**src/rtl/core/lnd_pkg.sv**
```systemverilog
// Shared types and constants for the line node detector.
package lnd_pkg;

  // Fixed field widths of the ports
  localparam int FIELD_LEVEL_W = 12;
  localparam int STEP_W        = 16;
  localparam int MASK_W        = 4;
  localparam int CFG_IDX_W     = 2;
  localparam int CFG_DATA_W    = 16;

  localparam int LEVEL_BITS_DEF = 12;

  // Register reset values
  localparam int WHITE_LEVEL_RST     = 1000;
  localparam int BLACK_LEVEL_RST     = 300;
  localparam int CROSSING_LEVEL_RST  = 500;
  localparam int CENTER_DISTANCE_RST = 200;

  // Direction mask bit positions
  localparam int DIR_UP_BIT    = 0;
  localparam int DIR_DOWN_BIT  = 1;
  localparam int DIR_LEFT_BIT  = 2;
  localparam int DIR_RIGHT_BIT = 3;

  typedef enum logic [CFG_IDX_W-1:0] {
    CFG_WHITE_LEVEL     = 2'd0,
    CFG_BLACK_LEVEL     = 2'd1,
    CFG_CROSSING_LEVEL  = 2'd2,
    CFG_CENTER_DISTANCE = 2'd3
  } cfg_reg_t;

  typedef struct packed {
    logic                     abort;
    logic                     moving_forward;
    logic [FIELD_LEVEL_W-1:0] left_level;
    logic [FIELD_LEVEL_W-1:0] middle_level;
    logic [FIELD_LEVEL_W-1:0] right_level;
    logic [STEP_W-1:0]        steps_left;
    logic [STEP_W-1:0]        steps_right;
  } sample_t;

  typedef struct packed {
    logic              acted;
    logic              start_motion;
    logic              node_found;
    logic [MASK_W-1:0] direction_mask;
  } result_t;

endpackage

```
**src/rtl/core/line_node_detector.sv**
```systemverilog
// Top level: input register, configuration registers and result register.
// The input register holds a transaction, and the result register holds its result.
// Throughput: one transaction per cycle while out_stall does not hold the result register;
// the single decision stage with its 16 x LW product and compare sets the cycle.
// Reset (rst_n low, synchronous): pipeline empty, detection idle, sums and
// counter zero, thresholds back to their default values.
module line_node_detector import lnd_pkg::*; #(
  parameter int LEVEL_BITS = LEVEL_BITS_DEF
) (
  input  logic                     clk,
  input  logic                     rst_n,
  input  logic                     in_valid,
  output logic                     in_stall,
  input  logic                     in_abort,
  input  logic                     in_moving_forward,
  input  logic [FIELD_LEVEL_W-1:0] in_left_level,
  input  logic [FIELD_LEVEL_W-1:0] in_middle_level,
  input  logic [FIELD_LEVEL_W-1:0] in_right_level,
  input  logic [STEP_W-1:0]        in_steps_left,
  input  logic [STEP_W-1:0]        in_steps_right,
  output logic                     out_valid,
  input  logic                     out_stall,
  output logic                     out_acted,
  output logic                     out_start_motion,
  output logic                     out_node_found,
  output logic [MASK_W-1:0]        out_direction_mask,
  input  logic                     cfg_valid,
  output logic                     cfg_ready,
  input  logic [CFG_IDX_W-1:0]     cfg_index,
  input  logic [CFG_DATA_W-1:0]    cfg_data
);

  // readings are taken modulo 2^LEVEL_BITS, never wider than the port
  localparam int LW = (LEVEL_BITS < FIELD_LEVEL_W) ? LEVEL_BITS : FIELD_LEVEL_W;

  logic [LW-1:0]     white_r, black_r, crossing_r;
  logic [STEP_W-1:0] center_r;

  logic    s_valid_r, s_valid_nxt;
  sample_t s_sample_r;
  logic    out_valid_r, out_valid_nxt;
  result_t out_res_r;
  result_t res;
  logic    adv, take, in_acc;

  assign cfg_ready = 1'b1;

  always_ff @(posedge clk) begin
    if (!rst_n) begin
      white_r    <= LW'(WHITE_LEVEL_RST);
      black_r    <= LW'(BLACK_LEVEL_RST);
      crossing_r <= LW'(CROSSING_LEVEL_RST);
      center_r   <= STEP_W'(CENTER_DISTANCE_RST);
    end else if (cfg_valid && cfg_ready) begin
      unique case (cfg_reg_t'(cfg_index))
        CFG_WHITE_LEVEL:     white_r    <= cfg_data[LW-1:0];
        CFG_BLACK_LEVEL:     black_r    <= cfg_data[LW-1:0];
        CFG_CROSSING_LEVEL:  crossing_r <= cfg_data[LW-1:0];
        CFG_CENTER_DISTANCE: center_r   <= cfg_data[STEP_W-1:0];
        default: ;
      endcase
    end
  end

  // output register frees when empty or being taken
  assign adv      = !out_valid_r || !out_stall;
  assign take     = s_valid_r && adv;
  assign in_stall = s_valid_r && !adv;
  assign in_acc   = in_valid && !in_stall;

  assign s_valid_nxt   = in_acc ? 1'b1 : (take ? 1'b0 : s_valid_r);
  assign out_valid_nxt = adv ? take : out_valid_r;

  always_ff @(posedge clk) begin
    if (!rst_n) begin
      s_valid_r   <= 1'b0;
      out_valid_r <= 1'b0;
    end else begin
      s_valid_r   <= s_valid_nxt;
      out_valid_r <= out_valid_nxt;
    end
  end

  always_ff @(posedge clk) begin
    if (in_acc) begin
      s_sample_r <= '{abort:          in_abort,
                      moving_forward: in_moving_forward,
                      left_level:     in_left_level,
                      middle_level:   in_middle_level,
                      right_level:    in_right_level,
                      steps_left:     in_steps_left,
                      steps_right:    in_steps_right};
    end
    if (take) begin
      out_res_r <= res;
    end
  end

  lnd_core #(
    .LW (LW)
  ) u_core (
    .clk             (clk),
    .rst_n           (rst_n),
    .take            (take),
    .sample          (s_sample_r),
    .white_level     (white_r),
    .black_level     (black_r),
    .crossing_level  (crossing_r),
    .center_distance (center_r),
    .res             (res)
  );

  assign out_valid          = out_valid_r;
  assign out_acted          = out_res_r.acted;
  assign out_start_motion   = out_res_r.start_motion;
  assign out_node_found     = out_res_r.node_found;
  assign out_direction_mask = out_res_r.direction_mask;

endmodule

```
**src/rtl/core/lnd_core.sv**
```systemverilog
// Detection state (active flag, side sums, sample counter) and per-sample decision.
module lnd_core import lnd_pkg::*; #(
  parameter int LW = LEVEL_BITS_DEF
) (
  input  logic              clk,
  input  logic              rst_n,
  input  logic              take,
  input  sample_t           sample,
  input  logic [LW-1:0]     white_level,
  input  logic [LW-1:0]     black_level,
  input  logic [LW-1:0]     crossing_level,
  input  logic [STEP_W-1:0] center_distance,
  output result_t           res
);

  localparam int SUM_W = LW + STEP_W;
  localparam logic [STEP_W-1:0] COUNT_MAX = {STEP_W{1'b1}};

  logic              active_r, active_nxt;
  logic [SUM_W-1:0]  left_sum_r, left_sum_nxt;
  logic [SUM_W-1:0]  right_sum_r, right_sum_nxt;
  logic [STEP_W-1:0] count_r, count_nxt;

  logic [LW-1:0]     lv, mv, rv;
  logic [SUM_W-1:0]  limit;
  logic              white, at_center;

  assign lv = sample.left_level[LW-1:0];
  assign mv = sample.middle_level[LW-1:0];
  assign rv = sample.right_level[LW-1:0];

  assign white     = mv > white_level;
  assign at_center = (sample.steps_left >= center_distance) &&
                     (sample.steps_right >= center_distance);
  // threshold times count, compared against each side sum
  assign limit     = SUM_W'(crossing_level) * SUM_W'(count_r);

  always_comb begin
    active_nxt    = active_r;
    left_sum_nxt  = left_sum_r;
    right_sum_nxt = right_sum_r;
    count_nxt     = count_r;
    res           = '0;
    if (sample.abort) begin
      active_nxt = 1'b0;
    end else if (sample.moving_forward) begin
      if (!active_r) begin
        if (white) begin
          left_sum_nxt     = '0;
          right_sum_nxt    = '0;
          count_nxt        = '0;
          active_nxt       = 1'b1;
          res.start_motion = 1'b1;
          res.acted        = 1'b1;
        end
      end else if (at_center) begin
        res.direction_mask[DIR_DOWN_BIT]  = 1'b1;
        res.direction_mask[DIR_UP_BIT]    = (lv < black_level) || (mv < black_level) ||
                                            (rv < black_level);
        res.direction_mask[DIR_LEFT_BIT]  = left_sum_r < limit;
        res.direction_mask[DIR_RIGHT_BIT] = right_sum_r < limit;
        res.node_found = 1'b1;
        res.acted      = 1'b1;
        active_nxt     = 1'b0;
      end else if (white) begin
        // counter saturates; sums freeze with it
        if (count_r != COUNT_MAX) begin
          left_sum_nxt  = left_sum_r + SUM_W'(lv);
          right_sum_nxt = right_sum_r + SUM_W'(rv);
          count_nxt     = count_r + STEP_W'(1);
        end
        res.acted = 1'b1;
      end
    end
  end

  always_ff @(posedge clk) begin
    if (!rst_n) begin
      active_r    <= 1'b0;
      left_sum_r  <= '0;
      right_sum_r <= '0;
      count_r     <= '0;
    end else if (take) begin
      active_r    <= active_nxt;
      left_sum_r  <= left_sum_nxt;
      right_sum_r <= right_sum_nxt;
      count_r     <= count_nxt;
    end
  end

  a_found_ends: assert property (@(posedge clk) disable iff (!rst_n)
    take && res.node_found |=> !active_r)
    else $error("node found but detection still active");

  a_start_clears: assert property (@(posedge clk) disable iff (!rst_n)
    take && res.start_motion |=> active_r && count_r == '0 && left_sum_r == '0)
    else $error("detection start did not clear state");

  a_count_mono: assert property (@(posedge clk) disable iff (!rst_n)
    take && !res.start_motion |=> count_r >= $past(count_r))
    else $error("sample counter decreased without a start");

  a_idle_hold: assert property (@(posedge clk) disable iff (!rst_n)
    !take |=> $stable(count_r) && $stable(active_r))
    else $error("state changed without a transaction");

endmodule
```
**config.mk**
```make
export PLATFORM = sky130hd
export DESIGN_NAME = line_node_detector
export DESIGN_NICKNAME = d
export VERILOG_FILES = /design/src/rtl/core/lnd_pkg.sv /design/src/rtl/core/line_node_detector.sv /design/src/rtl/core/lnd_core.sv
export SDC_FILE = /design/constraint.sdc
export NUM_CORES = 1
export LEC_CHECK = 0
export BUFFER_PORTS_ARGS = -buffer_cell sky130_fd_sc_hd__buf_2
export CAP_MARGIN = 20
export CELL_PAD_IN_SITES_DETAIL_PLACEMENT = 0
export CELL_PAD_IN_SITES_GLOBAL_PLACEMENT = 1
export CORE_AREA = 2 2 208 210
export CTS_CLUSTER_SIZE = 14
export DETAILED_ROUTE_END_ITERATION = 10
export DIE_AREA = 0 0 210 212
export PLACE_DENSITY_LB_ADDON = 0.1
export SLEW_MARGIN = 40
export SYNTH_ARGS = -nofsm -noshare
export SYNTH_HDL_FRONTEND = slang
export SYNTH_SLANG_ARGS = --single-unit
```
**constraint.sdc**
```tcl
create_clock -name clk -period 9.8 [get_ports clk]
set_input_delay 1.96 -clock clk [delete_from_list [all_inputs] [get_ports clk]]
set_output_delay 1.96 -clock clk [all_outputs]
set_load 0.02 [all_outputs]
```
==> results of run 1 <==
## final cells by class
type                            instances  area share, %
Inverter                              264           5.09
Clock inverter                         13          0.765
Antenna cell                            1         0.0129
Sequential cell                       203           24.8
Timing Repair Buffer                  109           2.95
Multi-Input combinational cell       1406           59.1
Tap cell                              546           3.51
Clock buffer                           33           3.75
## sequential cells by signal, indices dropped and copies added (netlist names)
register,cells
u_core.count_r,16
out_direction_mask,3
white_r,12
u_core.left_sum_r,28
black_r,12
out_node_found,1
s_valid_r,1
out_start_motion,1
s_sample_r,70
out_valid,1
center_r,16
u_core.active_r,1
out_acted,1
u_core.right_sum_r,28
crossing_r,12
## how the worst max path moves through the flow
| stage | from | endpoint | cells past startpoint |
|---|---|---|---|
| 4_1_cts | crossing_r[8]$_SDFFE_PN1P_ | out_direction_mask[3]$_SDFFCE_PP0P_ | 25 |
| 5_1_grt | crossing_r[8]$_SDFFE_PN1P_ | out_direction_mask[3]$_SDFFCE_PP0P_ | 25 |
| 3_5_place_dp | crossing_r[11]$_SDFFE_PN0P_ | out_direction_mask[3]$_SDFFCE_PP0P_ | 25 |
| 3_3_place_gp | crossing_r[8]$_SDFFE_PN1P_ | out_direction_mask[3]$_SDFFCE_PP0P_ | 29 |
| 6_report | crossing_r[11]$_SDFFE_PN0P_ | out_direction_mask[3]$_SDFFCE_PP0P_ | 25 |
| 2_1_floorplan | u_core.count_r[2]$_SDFFE_PN0P_ | out_direction_mask[3]$_SDFFCE_PP0P_ | 31 |
## metrics by stage
step,utilization (%),total power [W]
6_report,45.8,0.00207
5_1_grt,45.8,0.00216
4_1_cts,45.8,0.00210
3_5_place_dp,43.7,0.00111
3_3_place_gp,43.6,0.00111
2_1_floorplan,-,0.00104
## report_power, final
group          internal [W]  switching (W)  leakage (nW)
combinational     0.0000638      0.0000948          6.63
clock              0.000603       0.000382         0.437
sequential         0.000905      0.0000258          1.77
total               0.00157       0.000502          8.84
## placed cells by master (no fill, tap or decap), drive strengths merged, types with 5 or more instances in the layout
| master | instances |
|---|---|
| nand2 | 306 |
| inv | 266 |
| ha | 214 |
| fa | 142 |
| dfxtp | 127 |
| buf | 109 |
| a21oi | 95 |
| edfxtp | 76 |
| nor2 | 71 |
| and2 | 68 |
| a21boi | 58 |
| nand3 | 52 |
| a21o | 47 |
| o21ai | 45 |
| xnor2 | 42 |
| clkbuf | 33 |
| xor2 | 24 |
| nor3 | 23 |
| o211ai | 22 |
| nand4 | 17 |
| or3 | 16 |
| o31ai | 14 |
| or4 | 13 |
| and3 | 13 |
| o21bai | 12 |
| nand2b | 11 |
| nor2b | 11 |
| o21a | 9 |
| or2 | 7 |
| clkinv | 7 |
| a2111oi | 7 |
| a31oi | 6 |
| a211oi | 5 |
| mux2i | 5 |
## per-layer routing
| layer | part of all wire (%) | vias to the layer above |
|---|---|---|
| met5 | 0.023 | - |
| met4 | 1.9 | 2 |
| met3 | 4.0 | 60 |
| met2 | 47 | 234 |
| met1 | 47 | 6457 |
| li1 | - | 6654 |
## cell usage after synthesis (all sizes together), types with 14 or more instances
cell type,number,area [um^2]
and2,68,428
edfxtp,76,2280
ha,214,2680
o31ai,14,105
nand2,306,1150
nand4,17,106
a21boi,58,435
a21o,47,353
xnor2,42,368
dfxtp,127,2540
inv,264,991
or3,16,100
o211ai,22,165
xor2,24,210
o21ai,45,225
a21oi,95,475
nor3,23,115
clkbuf,69,259
fa,142,2840
nor2,71,267
nand3,52,260
## cells by family after synthesis
logic type	count (synthesis)	share of synthesized area (%)
other cells	1	0.0214
xor+xnor	66	3.29
fa+ha+maj	357	31.5
compound gates	350	13.3
mux	5	0.285
buf+inv	338	7.28
flops	203	27.5
simple gates	627	16.8
## critical path, stage by stage, from the launching register on
cell and delay (ps):
dfxtp_1 720, nand2_1 170, fa_1 530, fa_1 560, inv_1 60, fa_1 510, fa_1 540, inv_1 50
fa_1 530, inv_1 40, ha_1 340, a21oi_1 190, o21ai_0 100, a31oi_1 380, xor2_1 300, ha_1 310
a21oi_1 130, nand2_1 70, a221o_1 360, a221oi_1 490, a21boi_0 160, mux2i_1 200, o21ai_0 140, a2111oi_0 420
a21oi_1 110, a2111oi_0 450
==> run metrics, run 1 <==
status=finished clean; Hold EP=black_r[7]$_SDFFE_PN0P_; crit path capture type=flip-flop; final net count=2,458; share of cells above drive strength 1=about 8.8%; M1 GR Usage=roughly 30%; post-synthesis sequential area ratio=27.5%; clock root cell=clkbuf_16; CP Max Fanout=17; Critical Path Start Type=flip-flop; FF-to-FF setup slack=between 1500 and 2000 ps; grt ovf=0; Worst-Margin Slew=850 ps; core area=42,500 um^2; placed insts=2,528; final setup fails=0; Clock Latency Late Sink=540 ps; worst hold margin=463 ps; clock sinks=around 200; Reg area=4830 um^2; worst r2r dst=out_direction_mask[3]$_SDFFCE_PP0P_; vias per std cell=approximately 5.2; met2 usage=37.6%; Resized cells post-CTS=0; Top Ports=103; cts hold-fix bufs=0; wire per inst=roughly 18 um; Clock Skew=26.6 ps; final instance area=19,500 um^2; Synth Net Count=2,396; post-synth cell types=69; Initial Util=between 40% and 50%; Multi-input gate area=11,500 um^2; global-route wire length before repair=roughly 76 mm; pwr/cell area=107 nW/um^2; flop and latch count out of synthesis=roughly 200; Detailed Place HPWL=roughly 37 mm; Rows=76; Max H-tree Level=1; initial drt markers=620; die area=between 40,000 and 50,000 um^2; RSZ-0062 raised after global routing=false; CTS tree=built; synth warn=0; Max VDD drop=0.148 mV; Post-CTS Repair Setup Buffers=0; number of global-route vias before repair=13,901; post-detailed-route count of antenna-violating nets=0; MaxCap Viol Count=0; Gate Count Post-Synth=between 1,500 and 2,000; Max Freq=0.123 GHz; Data arrival, critical path=8420 ps; most common flop cell mapped by yosys=dfxtp_1; min-delay worst type=flip-flop to flip-flop; Num CTS Buffers=25; non-filler instance count after layout=2,575; initial antenna violation count=2; via count=13,407; post-place setup slack=1770 ps; Min-Delay Startpoint=black_r[7]$_SDFFE_PN0P_; CP Class=flip-flop to flip-flop; maximum buffer depth of the clock tree=3; Die Y=about 210 um; Clock Pin Slew Worst Setup and Hold Paths=about 60 ps; drt total wl=47.3 mm; Slew Limit Fails=0; Netlist Area Pre-Place=17,600 um^2; Die Wd=210 um; drt pass-1 iters=7; setup_tns=0 ps; Avg Synthesized Cell Area=9.02 um^2; met3 Use GR=2.63%; hold path depth=2; Pleak=8.84 nW; r2r startpoint=crossing_r[11]$_SDFFE_PN0P_; fin crit period=approximately 8100 ps; Reg2Reg Depth=25; GRT Max-Usage Layer=met2; largest net degree at the start of global routing=85; CP Data Required Time=~10,000 ps; Final GP Congestion=0.849; number of flops mapped to enable cells by yosys=76; asr flop ratio synth=0%; remaining routing DRC violations=0; relative slew slack=between 40 and 50%; Final Hold Fails=0; fin worst setup slack=1680 ps; Port Buf Inserts=~100; fill cell count=~4,200; period utilization=between 80 and 90%; Post-Place Cell Area=18,600 um^2; Overall Global Routing Usage=22.1%; Layout area overhead=10.8%
(Power assumes the default switching activity.)
==> inputs of run 2 (changes only) <==
==> constraint.sdc (replaced) <==
create_clock -name clk -period 7.78 [get_ports clk]
set_input_delay 1.556 -clock clk [delete_from_list [all_inputs] [get_ports clk]]
set_output_delay 1.556 -clock clk [all_outputs]
set_load 0.02 [all_outputs]
==> run 2 against run 1 <==
  * Clock-buffer cell count down 3
  * Clock power grew 25%
  * Clock skew fell by 13 ps
  * Highest routed layer is now met4
==> run metrics, run 2 (synthesis results as in run 1) <==
die area=44,500 um^2; CTS tree=built; Rows=76; final setup fails=0; status=finished clean; Port Buf Inserts=101; drt total wl=roughly 47 mm; min-delay worst type=flip-flop to flip-flop; Die Y=212 um; vias per std cell=5.15; CP Class=flip-flop to flip-flop; Max H-tree Level=1; number of global-route vias before repair=roughly 14,000; drt pass-1 iters=5; CP most frequent cell=fa_1; Overall Global Routing Usage=21.9%; CP Max Fanout=9; Pleak=9.10 nW; most frequent cells in the layout=306 x nand2_1, 264 x inv_1, 214 x ha_1, 141 x fa_1, 115 x dfxtp_1; Slew Limit Fails=0; Clock Pin Slew Worst Setup and Hold Paths=approximately 60 ps; Top Ports=103; initial antenna violation count=0; Reg area=4840 um^2; grt ovf=0; pwr/cell area=131 nW/um^2; max incr delay on CP=550 ps; maximum buffer depth of the clock tree=3; Top Registers=s_sample_r x70, u_core.left_sum_r x28, u_core.right_sum_r x28; clock sinks=about 200; Layout area overhead=13.3%; CP Data Required Time=8040 ps; fill cell count=approximately 4,100; fin crit period=7430 ps; Critical Path Start Type=flip-flop; Clock Skew=13.8 ps; worst hold margin=463 ps; Clock Latency Late Sink=550 ps; largest reg by FF count=s_sample_r; # diodes=0; final net count=2,511; Data arrival, critical path=about 7700 ps; Multi-input gate area=11,500 um^2; RSZ-0062 raised after global routing=true; share of cells above drive strength 1=11.9%; core area=42,500 um^2; largest net degree at the start of global routing=85; Initial Util=roughly two fifths; MaxCap Viol Count=0; period utilization=95.5%; cts hold-fix bufs=0; Num CTS Buffers=26; global-route wire length before repair=76.4 mm; crit path capture type=flip-flop; max reg flops=70; post-detailed-route count of antenna-violating nets=0; remaining routing DRC violations=0; wire per inst=about 18 um; Die Wd=210 um; Worst-Margin Slew=815 ps; via count=between 10,000 and 15,000; Detailed Place HPWL=37.3 mm; Max VDD drop=0.171 mV; fin worst setup slack=352 ps; Critical-path top delay cell=fa_1; Final Hold Fails=0; Max Freq=roughly 0.13 GHz; most common cell after layout, fill and taps aside=nand2_1; initial drt markers=682; relative slew slack=45.3%; post-place setup slack=43.6 ps; Final GP Congestion=0.855; clock root cell=clkbuf_16
run 2: changes by cell type in the layout (fill, tap and decap cells not counted), moves of 2 or more:
cell / before / now
clkinv_2: 6 / 9
o21ai_1: 1 / 3
clkinv_1: 1 / 4
dfxtp_1: 124 / 115
dfxtp_2: 3 / 11
o21ai_0: 44 / 42
clkbuf_8: 3 / 1
a2111oi_1: 2 / 4
a2111oi_0: 5 / 2
buf_4: 6 / 56
run 2: final cells by class:
class,instances,share of cell area (%)
timing repair buffer,161,4.89
inverter,264,4.98
clock buffer,30,3.50
sequential,203,24.3
tap,546,3.43
clock inverter,18,0.836
multi-input combinational,1406,58.0
run 2: layer usage:
metal,GRT usage [%],routed length (um)
met5,0,0
met4,4.62,816
met3,2.78,1950
met2,37.4,22100
met1,30.0,22100
run 2: timing repair:
item                       4_1_cts  5_1_grt
setup buffers                    0        2
resized for setup                3       24
pin swaps                        0        6
setup endpoints to repair        1        2
run 2: power by group:
group / internal (W) / switching, W
registers: 0.00114 / 0.0000222
logic: 0.0000860 / 0.000131
clock network: 0.000738 / 0.000488
total: 0.00196 / 0.000642
run 2: stage by stage:
step / total power, W / utilization [%] / area, um^2 / TNS, ps / instances
2_1_floorplan: 0.00131 / - / 17600 / 0 / 1947
3_3_place_gp: 0.00140 / 44.5 / 18900 / 0 / 2577
3_5_place_dp: 0.00140 / 44.6 / 19000 / 0 / 2578
4_1_cts: 0.00265 / 46.6 / 19800 / 0 / 2626
5_1_grt: 0.00271 / 46.8 / 19900 / -50.0 / 2628
6_report: 0.00261 / 46.8 / 19900 / 0 / 2628
run 2: path summary, 6_finish.rpt:
kind	startpoint	endpoint	cells after the start	slack (ps)
worst min register to register	black_r[6]$_SDFFE_PN0P_	black_r[6]$_SDFFE_PN0P_	2	460
worst min-delay path	black_r[6]$_SDFFE_PN0P_	black_r[6]$_SDFFE_PN0P_	2	460
worst max register to register	u_core.count_r[3]$_SDFFE_PN0P_	out_direction_mask[3]$_SDFFCE_PP0P_	32	350
worst max-delay path	u_core.count_r[3]$_SDFFE_PN0P_	out_direction_mask[3]$_SDFFCE_PP0P_	32	350
run 2: critical path, delay by kind of cell (launching register included):
kind / cells / cell delay [ps]
adder cells (fa/ha/maj): 7 / 3260
AO/OA/AOI/OAI: 10 / 1710
AND/OR/NAND/NOR: 8 / 1180
flip-flops: 1 / 380
buffers and inverters: 5 / 360
XOR/XNOR: 1 / 160
multiplexers: 1 / 110
==> inputs of run 3 (changes only) <==
--- a/config.mk
+++ b/config.mk
@@ -14,7 +14,9 @@
 export DETAILED_ROUTE_END_ITERATION = 10
 export DIE_AREA = 0 0 210 212
 export PLACE_DENSITY_LB_ADDON = 0.1
+export REMOVE_ABC_BUFFERS = 1
 export SLEW_MARGIN = 40
 export SYNTH_ARGS = -nofsm -noshare
 export SYNTH_HDL_FRONTEND = slang
+export SYNTH_HIERARCHICAL = 1
 export SYNTH_SLANG_ARGS = --single-unit
==> run 3 against run 2 <==
  * Design area is 1.1% lower
  * Sequential power hardly changed
  * Register-to-register slack worse by 30 ps
  * First-iteration DRC count is 25% lower
  * Flip-flop and latch count is 1 higher
  * Power is 1.4% lower
  * Via count is 3.7% lower
  * Global-route usage is 0.57 points lower
  * Setup slack worse by 35 ps
  * Routed wire length is 2.4% lower
  * Critical path depth is 3 lower
  * Critical endpoint is now out_direction_mask[3]$_DFFE_PP_
==> run metrics, run 3 <==
status=finished clean; most common cell after layout, fill and taps aside=inv_1; Clock Skew=14.1 ps; max reg flops=70; drt total wl=45.8 mm; hold path depth=2; Final Hold Fails=0; Overall Global Routing Usage=21.4%; Pleak=just over 9 nW; beginning of the critical path=crossing_r[5]$_SDFFE_PN1P_; grt ovf=0; period utilization=a little over nine tenths; final net count=2,420; P_sw=0.000645 W; CP Class=flip-flop to flip-flop; post-synthesis sequential area ratio=27.6%; clock power share=46.2%; vias per std cell=5.13; Sw Share=25.1%; maximum buffer depth of the clock tree=3; wire per inst=18.0 um; die area=between 40,000 and 50,000 um^2; Final GP Congestion=approximately 0.84; Data arrival, critical path=7760 ps; asr flop ratio synth=0%; non-filler instance count after layout=2,539; Critical Path Start Type=flip-flop; Rows=76; FF-to-FF setup slack=320 ps; final core utilization=46.3%; Detailed Place HPWL=36.0 mm; drt pass-1 iters=4; Netlist Area Pre-Place=17,600 um^2; Layout area overhead=12.0%; met2 wire length=21.5 mm; CP Data Required Time=between 8000 and 9000 ps; most frequent cells in the layout=266 x inv_1, 240 x nand2_1, 214 x ha_1, 142 x fa_1, 123 x dfxtp_1; Reg2Reg Depth=29; CP endpoint=out_direction_mask[3]$_DFFE_PP_; final setup fails=0; flop and latch count out of synthesis=204; max layer used=met4; Clock Pin Slew Worst Setup and Hold Paths=60 ps; Critical-path top delay cell=fa_1; sequential power share=between 40% and 50%; Avg Synthesized Cell Area=9.40 um^2; synth warn=6; number of flops mapped to enable cells by yosys=77; Worst-Margin Slew=roughly 750 ps; CP Max Fanout=6; internal power=0.00193 W; Clock Latency Late Sink=560 ps; via count=13,025; Die Wd=210 um; global-route wire length before repair=74.5 mm; Max H-tree Level=1; Metal-1 WL=between 20 and 25 mm; CTS tree=built; clock sinks=204; MaxCap Viol Count=0; Max VDD drop=0.166 mV; initial drt markers=514; worst r2r dst=out_direction_mask[3]$_DFFE_PP_; remaining routing DRC violations=0; Gate power share=8.3%; fin crit period=7460 ps; min-delay worst type=flip-flop to flip-flop; Max Freq=between 0.1 and 0.15 GHz; Num CTS Buffers=27; max incr delay on CP=between 500 and 600 ps; Port Buf Inserts=roughly 100; Slew Limit Fails=0; Synth area leader=fa_1; placed insts=2,488; largest net degree at the start of global routing=~70; pwr/cell area=between 100 and 150 nW/um^2; Gate Count Post-Synth=1,869; number of global-route vias before repair=13,781; Initial Util=between 40% and 50%; post-detailed-route count of antenna-violating nets=0; largest reg by FF count=s_sample_r; initial antenna violation count=0; top-area cell type share of the netlist area=16.2%; share of cells above drive strength 1=10.5%; most common flop cell mapped by yosys=dfxtp_1; Top Ports=103; post-synth cell types=74; worst hold margin=455 ps; clock root cell=clkbuf_16; total length of routed met3 wires=1.78 mm; CP most frequent cell=fa_1; Top Registers=s_sample_r x70, u_core/left_sum_r x28, u_core/right_sum_r x28; relative slew slack=49.2%; Area contributors post-synth=fa_1 16%, ha_1 15%, dfxtp_1 14%; Die Y=212 um; r2r startpoint=crossing_r[5]$_SDFFE_PN1P_; Commonest cells post-synth=266 x inv_1, 240 x nand2_1, 214 x ha_1; cell with the most instances after synthesis=inv_1; core area=42,500 um^2; crit path capture type=flip-flop
==> run 3: area by class of cell <==
cell class	instances	area, um^2
fill	4115	22800
multi-input combinational	1330	11500
sequential	204	4860
inverter	266	998
timing repair buffer	142	820
clock buffer	37	733
tap	546	683
clock inverter	13	108
antenna	1	2.50
==> run 3: repair_timing <==
action,in CTS,in global routing
hold buffers,0,0
endpoints found under the setup margin,0,2
resized for setup,0,11
setup buffers,0,0
==> run 3: how the worst min path moves through the flow <==
| stage | startpoint | to |
|---|---|---|
| 3_3_place_gp | center_r[5]$_SDFFE_PN0P_ | center_r[5]$_SDFFE_PN0P_ |
| 2_1_floorplan | black_r[1]$_SDFFE_PN0P_ | black_r[1]$_SDFFE_PN0P_ |
| 4_1_cts | black_r[4]$_SDFFE_PN0P_ | black_r[4]$_SDFFE_PN0P_ |
| 3_5_place_dp | center_r[11]$_SDFFE_PN0P_ | center_r[11]$_SDFFE_PN0P_ |
| 5_1_grt | center_r[4]$_SDFFE_PN0P_ | center_r[4]$_SDFFE_PN0P_ |
| 6_report | black_r[4]$_SDFFE_PN0P_ | black_r[4]$_SDFFE_PN0P_ |
==> run 3: per-stage QoR <==
step / instance area (um^2) / setup TNS [ps] / power (W) / setup WS, ps
CTS: 19600 / 0 / 0.00261 / 40.3
finish: 19700 / 0 / 0.00257 / 317
floorplan: 17300 / 0 / 0.00130 / 648
global placement: 18800 / 0 / 0.00140 / 227
detailed placement: 18800 / 0 / 0.00141 / 122
global route: 19700 / -35.5 / 0.00268 / -35.5
==> run 3: per-layer routing <==
layer  global-route usage (%)  vias to the layer above
met5                        0                        -
met4                     5.62                        0
met3                     2.90                       54
met2                     36.5                      234
met1                     28.5                     6321
li1                         -                     6416
==> run 3: power by group through the flow <==
| stage | clock [W] | combinational [W] | sequential, W |
|---|---|---|---|
| after global routing | 0.00126 | 0.000240 | 0.00117 |
| after floorplan | 0 | 0.000112 | 0.00119 |
| after CTS | 0.00122 | 0.000215 | 0.00117 |
| final | 0.00119 | 0.000213 | 0.00117 |
| after detailed placement | 0 | 0.000214 | 0.00119 |
| after global placement | 0 | 0.000209 | 0.00119 |
==> run 3: cell families after synthesis <==
logic type	count (synthesis)	synth area share, %
adder cells (fa/ha/maj)	361	31.7
XOR/XNOR	80	4.15
AO/OA/AOI/OAI	275	10.8
multiplexers	50	2.85
other	1	0.0214
AND/OR/NAND/NOR	563	15.5
buffers and inverters	335	7.36
flip-flops	204	27.6
==> run 3: worst max-delay path, delay by kind of cell, from the launching register on <==
family,cells,cell delay (ps)
AOI/OAI and AO/OA,9,1590
xor gates and xnor gates,1,190
adders and majority gates,8,3540
buffers and inverters,4,320
DFF,1,430
and+or+nand+nor,7,1100
